`config.mk`:
```
export PLATFORM = sky130hd
export DESIGN_NAME = mkx_ctrl
export DESIGN_NICKNAME = d
export VERILOG_FILES = /design/src/design/mkx_pkg.sv /design/src/design/mkx_ctrl.sv
export SDC_FILE = /design/constraint.sdc
export NUM_CORES = 1
export LEC_CHECK = 0
export ABC_AREA = 1
export ABC_CLOCK_PERIOD_IN_PS = 9900
export BUFFER_PORTS_ARGS = -buffer_cell sky130_fd_sc_hd__buf_2
export CAP_MARGIN = 20
export CORE_ASPECT_RATIO = 1.4
export CORE_MARGIN = 4
export CORE_UTILIZATION = 53
export DETAILED_ROUTE_END_ITERATION = 12
export MAX_ROUTING_LAYER = met4
export PLACE_DENSITY_LB_ADDON = 0.05
export SETUP_SLACK_MARGIN = 0.15
export SLEW_MARGIN = 10
export SYNTH_ARGS = -nofsm -noshare
export SYNTH_HDL_FRONTEND = slang
export SYNTH_SLANG_ARGS = --single-unit
```
`constraint.sdc`:
```
create_clock -name clk -period 9.9 [get_ports clk]
set_clock_uncertainty 0.15 [all_clocks]
set_input_delay 1.485 -clock clk [delete_from_list [all_inputs] [get_ports clk]]
set_output_delay 1.485 -clock clk [all_outputs]
set_load 0.05 [all_outputs]
```
`src/design/mkx_pkg.sv`:
```
// mkx_pkg: shared constants, types and MD5 tables for the keystream decryptor.
// No dependencies.
`timescale 1ns / 1ps
package mkx_pkg;
  localparam int BlockIndexBits = 27;
  localparam int KeyBytes = 22;
  localparam int KeyLen = (KeyBytes > 40) ? 40 : KeyBytes;
  localparam int DigitCnt = 10;

  typedef logic [7:0] byte_t;
  typedef logic [31:0] word_t;

  typedef struct packed {
    logic start;   // begin digest of block_index
  } cmd_t;

  typedef struct packed {
    logic done;    // digest ready (one cycle pulse)
  } sts_t;

  function automatic byte_t key_byte(input logic [5:0] i);
    byte_t k;
    unique case (i)
      6'd0, 6'd2, 6'd6, 6'd8, 6'd10, 6'd12, 6'd14, 6'd16, 6'd18, 6'd20: k = 8'h82;
      6'd1: k = 8'hBB;
      6'd3: k = 8'hCC;
      6'd4: k = 8'h89;
      6'd5: k = 8'hD4;
      6'd7: k = 8'hD1;
      6'd9: k = 8'hE7;
      6'd11: k = 8'hC9;
      6'd13: k = 8'hAD;
      6'd15: k = 8'hBF;
      6'd17: k = 8'hC3;
      6'd19: k = 8'hAF;
      6'd21: k = 8'hF0;
      default: k = 8'h00;
    endcase
    return k;
  endfunction

  function automatic word_t md5_k(input logic [5:0] i);
    word_t t [64] = '{
      32'hd76aa478, 32'he8c7b756, 32'h242070db, 32'hc1bdceee, 32'hf57c0faf, 32'h4787c62a,
      32'ha8304613, 32'hfd469501, 32'h698098d8, 32'h8b44f7af, 32'hffff5bb1, 32'h895cd7be,
      32'h6b901122, 32'hfd987193, 32'ha679438e, 32'h49b40821, 32'hf61e2562, 32'hc040b340,
      32'h265e5a51, 32'he9b6c7aa, 32'hd62f105d, 32'h02441453, 32'hd8a1e681, 32'he7d3fbc8,
      32'h21e1cde6, 32'hc33707d6, 32'hf4d50d87, 32'h455a14ed, 32'ha9e3e905, 32'hfcefa3f8,
      32'h676f02d9, 32'h8d2a4c8a, 32'hfffa3942, 32'h8771f681, 32'h6d9d6122, 32'hfde5380c,
      32'ha4beea44, 32'h4bdecfa9, 32'hf6bb4b60, 32'hbebfbc70, 32'h289b7ec6, 32'heaa127fa,
      32'hd4ef3085, 32'h04881d05, 32'hd9d4d039, 32'he6db99e5, 32'h1fa27cf8, 32'hc4ac5665,
      32'hf4292244, 32'h432aff97, 32'hab9423a7, 32'hfc93a039, 32'h655b59c3, 32'h8f0ccc92,
      32'hffeff47d, 32'h85845dd1, 32'h6fa87e4f, 32'hfe2ce6e0, 32'ha3014314, 32'h4e0811a1,
      32'hf7537e82, 32'hbd3af235, 32'h2ad7d2bb, 32'heb86d391};
    return t[i];
  endfunction

  function automatic logic [4:0] md5_s(input logic [5:0] i);
    logic [4:0] s;
    unique case ({i[5:4], i[1:0]})
      4'd0: s = 5'd7;   4'd1: s = 5'd12;  4'd2: s = 5'd17;  4'd3: s = 5'd22;
      4'd4: s = 5'd5;   4'd5: s = 5'd9;   4'd6: s = 5'd14;  4'd7: s = 5'd20;
      4'd8: s = 5'd4;   4'd9: s = 5'd11;  4'd10: s = 5'd16; 4'd11: s = 5'd23;
      4'd12: s = 5'd6;  4'd13: s = 5'd10; 4'd14: s = 5'd15; default: s = 5'd21;
    endcase
    return s;
  endfunction

  function automatic byte_t hex_char(input logic [3:0] n);
    return (n < 4'd10) ? (8'h30 + {4'd0, n}) : (8'h57 + {4'd0, n});
  endfunction
endpackage

```
`src/design/mkx_ctrl.sv`:
```
// mkx_ctrl: byte-stream controller; sequences digests and the beat handshake.
// Depends on mkx_pkg.
`timescale 1ns / 1ps
module mkx_ctrl (
  input  logic               clk,
  input  logic               rst_n,
  input  logic               in_tvalid,
  output logic               in_tready,
  input  logic [7:0]         in_tdata,
  input  logic               in_tlast,
  output logic               out_tvalid,
  input  logic               out_tready,
  output logic [7:0]         out_tdata,
  output logic               out_tlast,
  input  logic [127:0]       digest,
  output mkx_pkg::cmd_t      cmd,
  input  mkx_pkg::sts_t      sts,
  output logic [mkx_pkg::BlockIndexBits-1:0] index
);
  typedef enum logic [1:0] {S_HASH, S_WAIT, S_RUN} state_t;
  state_t state_r;
  logic [4:0] pos_r;
  logic [mkx_pkg::BlockIndexBits-1:0] idx_r;
  logic [127:0] dig_r;
  logic ov_r;
  logic ov_nxt;
  logic [7:0] od_r;
  logic ol_r;
  logic acc;
  logic [7:0] db;
  logic [3:0] nib;

  assign in_tready = (state_r == S_RUN) && (!ov_r || out_tready);
  assign acc = in_tvalid && in_tready;
  assign ov_nxt = acc || (ov_r && !out_tready);
  assign db = dig_r[{pos_r[4:1], 3'b000} +: 8];
  assign nib = pos_r[0] ? db[3:0] : db[7:4];
  assign out_tvalid = ov_r;
  assign out_tdata = od_r;
  assign out_tlast = ol_r;
  assign index = idx_r;
  assign cmd.start = (state_r == S_HASH);

  always_ff @(posedge clk) begin
    if (!rst_n) begin
      state_r <= S_HASH;
      pos_r <= '0;
      idx_r <= '0;
      ov_r <= 1'b0;
    end else begin
      ov_r <= ov_nxt;
      unique case (state_r)
        S_HASH: state_r <= S_WAIT;
        S_WAIT: begin
          if (sts.done) begin
            dig_r <= digest;
            state_r <= S_RUN;
          end
        end
        S_RUN: begin
          if (acc) begin
            od_r <= in_tdata ^ mkx_pkg::hex_char(nib);
            ol_r <= in_tlast;
            if (in_tlast) begin
              pos_r <= '0;
              idx_r <= '0;
              state_r <= S_HASH;
            end else begin
              pos_r <= pos_r + 5'd1;
              if (pos_r == 5'd31) begin
                idx_r <= idx_r + 1'b1;
                state_r <= S_HASH;
              end
            end
          end
        end
        default: state_r <= S_HASH;
      endcase
    end
  end

`ifndef ASSERT_OFF
  a_ready_run: assert property (@(posedge clk) disable iff (!rst_n)
    in_tready |-> state_r == S_RUN) else $error("ready outside run");
  a_out_hold: assert property (@(posedge clk) disable iff (!rst_n)
    (ov_r && !out_tready) |=> ov_r && $stable(od_r)) else $error("output lost");
  a_wrap: assert property (@(posedge clk) disable iff (!rst_n)
    (acc && !in_tlast && pos_r == 5'd31) |=> state_r == S_HASH) else $error("no rehash");
`endif
endmodule

```
==> results.tsv <==
stage	metric	value	unit
setup_path	crit_chain	buf_2, inv_1, nand2_1, and2_1, buf_2	
detailed_routing	first_pass_iters	5	
clock_network	cts_tree	yes	
setup_path	arrival	2060	ps
setup_path	cpMaxStageDelayCell	buf_2	
clock_network	clk_latency	420	ps
floorplan	start_util	53.71	%
yosys	synth_xor_area_share	1.178	%
global_routing	grt-ovfl-total	0	
global_routing	grt_pass1_vias	5573	
sta	hold_viol_final	0	
clock_network	htreeDepth	4	
setup_path	crit_path_end	in_tready	
yosys	muxShareOfSynthArea	0	%
detailed_routing	vias_per_cell	5.153	
sta	drv_slew	0	
setup_path	worstReg2RegEnd	index[21]	
setup_path	end_kind	primary output	
floorplan	coreArea	13850	um2
sta	worst_pin_slew	909.4	ps
floorplan	dieWidth	108.1	um
clock_network	cts_resized	0	
yosys	netlist_area	7437	um2
setup_path	reg2reg_depth	11	
outcome	status	completed	
clock_network	cts_made_buffers	17	
setup_path	path_max_fanout	3	
global_routing	grt_max_degree	93	
detailed_routing	initialDrtViolationCount	361	
clock_network	clk_pin_slew	70	ps
placed_design	place_hpwl	11920	um
yosys	synth_cell_types	36	
yosys	yosys_warnings	0	
sta	period_share	37.35	%
global_routing	track_usage	22.11	%
worst_hold_path	min_path_type	flop to flop	
power_and_ir_drop	p_leak	0.003731	uW
sta	fin_tns_setup	0	ps
worst_hold_path	min_from	index[9]	
yosys	synth_top_family_by_area	simple AND/OR/NAND/NOR gates	
detailed_routing	drc	0	
setup_path	reg2reg_from	pos_r[3]	
detailed_routing	wl	17310	um
setup_path	start_kind	input pin	
clock_network	cts_max_path_buffers	2	
yosys	syn_area_per_cell	10.16	um2
clock_network	cts_root_buf	clkbuf_16	
sta	slew_headroom	39.29	%
yosys	synthAdderAreaFrac	0.6729	%
setup_path	crit_path_max_incr_delay	250	ps
detailed_routing	vias	5699	
cells_and_area	areaGrowthSynthToFinish	21.67	%
worst_hold_path	min_path_cells	2	
floorplan	io_pins	181	
setup_path	crit_start	out_tready	
power_and_ir_drop	p_per_area	172.5	nW/um2
detailed_routing	ant_nets	0	
clock_network	hold_buffers	0	
floorplan	die-area	16020	um2
yosys	synth_simple_gate_area_share	24.56	%
global_routing	grt_pass1_wl	26740	um
setup_path	rrSetupSlack	6330	ps
cells_and_area	num_antenna_cells	0	
yosys	ys_ff_latch	172	
placed_design	gp_congestion	0.9391	
clock_network	cts_sinks	172	
job	drv_cap	0	
global_routing	antenna_found_initial	0	
setup_path	crit_required	8270	ps
sta	setup_viol	0	
floorplan	die_h	148.2	um
setup_path	crit_top_cell	buf_2	
cells_and_area	layout_common_cells	nand2_1 (232), buf_2 (180), edfxtp_1 (137)	
yosys	syn-instance-count	732	
yosys	ys_seq_area_share	64.74	%
setup_path	crit_type	input pin to primary output	
cells_and_area	drive_above_1_share	25.84	%
power_and_ir_drop	ir_worst_vdd	123.5	uV
floorplan	rows	51	
detailed_routing	routedWlPerCell	15.65	um
sta	whs	351.4	ps
clock_network	post_cts_buffers	0	
sta	period_needed	3698	ps
sta	fmax	270.4	MHz
cells_and_area	fill_cells	1179	
sta	grt_setup_unrepaired	false	
yosys	synth_compound_area_share	3.668	%
placed_design	portBuffers	180	
cells_and_area	nNetsFinal	1054	
cells_and_area	final_common_cell	nand2_1	
yosys	syn_nets	878	
[power breakdown]
| part | switching, uW | total, uW | internal [uW] | leakage [uW] |
|---|---|---|---|---|
| combinational | 57.0 | 94.9 | 37.9 | 0.00191 |
| clock | 283 | 660 | 376 | 0.000290 |
| sequential | 5.22 | 806 | 801 | 0.00153 |
| total | 346 | 1560 | 1220 | 0.00373 |
[registers in the layout (all words and copies together), names as in the netlist]
register	count
dig_r	128
pos_r	5
out_tlast	1
index	27
out_tvalid	1
out_tdata	8
state_r	2
[layout make-up]
class	count	area, um2	area share, %
Clock buffer	17	425.4	4.701
Clock inverter	15	160.2	1.770
Inverter	46	172.7	1.908
Multi-Input combinational cell	484	2245	24.81
Sequential cell	172	4816	53.22
Tap cell	185	231.5	2.558
Timing Repair Buffer	187	998.5	11.03
[critical path: cells and delay by family]
kind,cells,cell delay [ps]
simple gates,2,220
buf+inv,3,360
[routing by layer]
layer	routed length (um)	global-route usage (%)
met1	7054	26.67
met2	9073	38.33
met3	1064	3.778
met4	119	6.064
met5	0	-
[kinds of logic (layout without fill, tap and decap cells)]
logic type | Yosys count | after routing
AND/OR/NAND/NOR | 421 | 421
flip-flops | 172 | 172
buffers and inverters | 76 | 265
AO/OA/AOI/OAI | 49 | 49
XOR/XNOR | 10 | 10
adder cells (fa/ha/maj) | 4 | 4
[worst min-delay path by stage]
stage / endpoint / slack, ps
after global placement: state_r[0] / 320
after detailed placement: index[9] / 340
after global routing: state_r[0] / 380
final: index[9] / 350
after floorplan: state_r[0] / 310
after CTS: index[9] / 350
[per-stage QoR]
stage | area, um2 | setup WS [ps] | utilization (%) | total power (uW) | std cells
final | 9049 | 6202 | 65.35 | 1561 | 1106
after global routing | 9049 | 6151 | 65.35 | 1616 | 1106
after CTS | 8981 | 6197 | 64.86 | 1573 | 1103
after detailed placement | 8396 | 5742 | 60.63 | 915.2 | 1071
after global placement | 8396 | 5885 | 60.63 | 912.1 | 1071
after floorplan | 7437 | 2215 | - | 875.1 | 732
[Yosys cell counts]
| master | instances | area, um2 |
|---|---|---|
| a21oi_2 | 1 | 8.760 |
| nand3_1 | 118 | 590.6 |
| a211oi_1 | 2 | 15.01 |
| a21o_1 | 1 | 7.510 |
| a31o_2 | 1 | 8.760 |
| a221oi_1 | 1 | 8.760 |
| buf_4 | 3 | 22.52 |
| buf_2 | 11 | 55.05 |
| nor3_1 | 14 | 70.07 |
| nand2_1 | 232 | 870.8 |
| nor2_2 | 4 | 25.02 |
| nand3_2 | 2 | 20.02 |
| buf_6 | 10 | 112.6 |
| a31oi_1 | 1 | 6.260 |
| o21ai_0 | 13 | 65.06 |
| o21bai_1 | 1 | 7.510 |
| edfxtp_1 | 137 | 4114 |
| nor3b_1 | 3 | 22.52 |
| nand3b_1 | 1 | 7.510 |
| nor3b_2 | 1 | 12.51 |
| dfxtp_1 | 35 | 700.7 |
| nor2_1 | 32 | 120.1 |
| o21a_1 | 1 | 7.510 |
| a21oi_1 | 26 | 130.1 |
| nand2_2 | 2 | 12.51 |
| xor2_1 | 5 | 43.79 |
| inv_1 | 39 | 146.4 |
| clkbuf_1 | 6 | 22.52 |
| xnor2_1 | 5 | 43.79 |
| and2_1 | 1 | 6.260 |
| inv_2 | 6 | 22.52 |
| and3_1 | 1 | 6.260 |
| a22oi_1 | 1 | 7.510 |
| ha_1 | 4 | 50.05 |
| nand4_1 | 10 | 62.56 |
| clkinv_1 | 1 | 3.750 |
No activity file was read; power rests on OpenSTA's default activity.
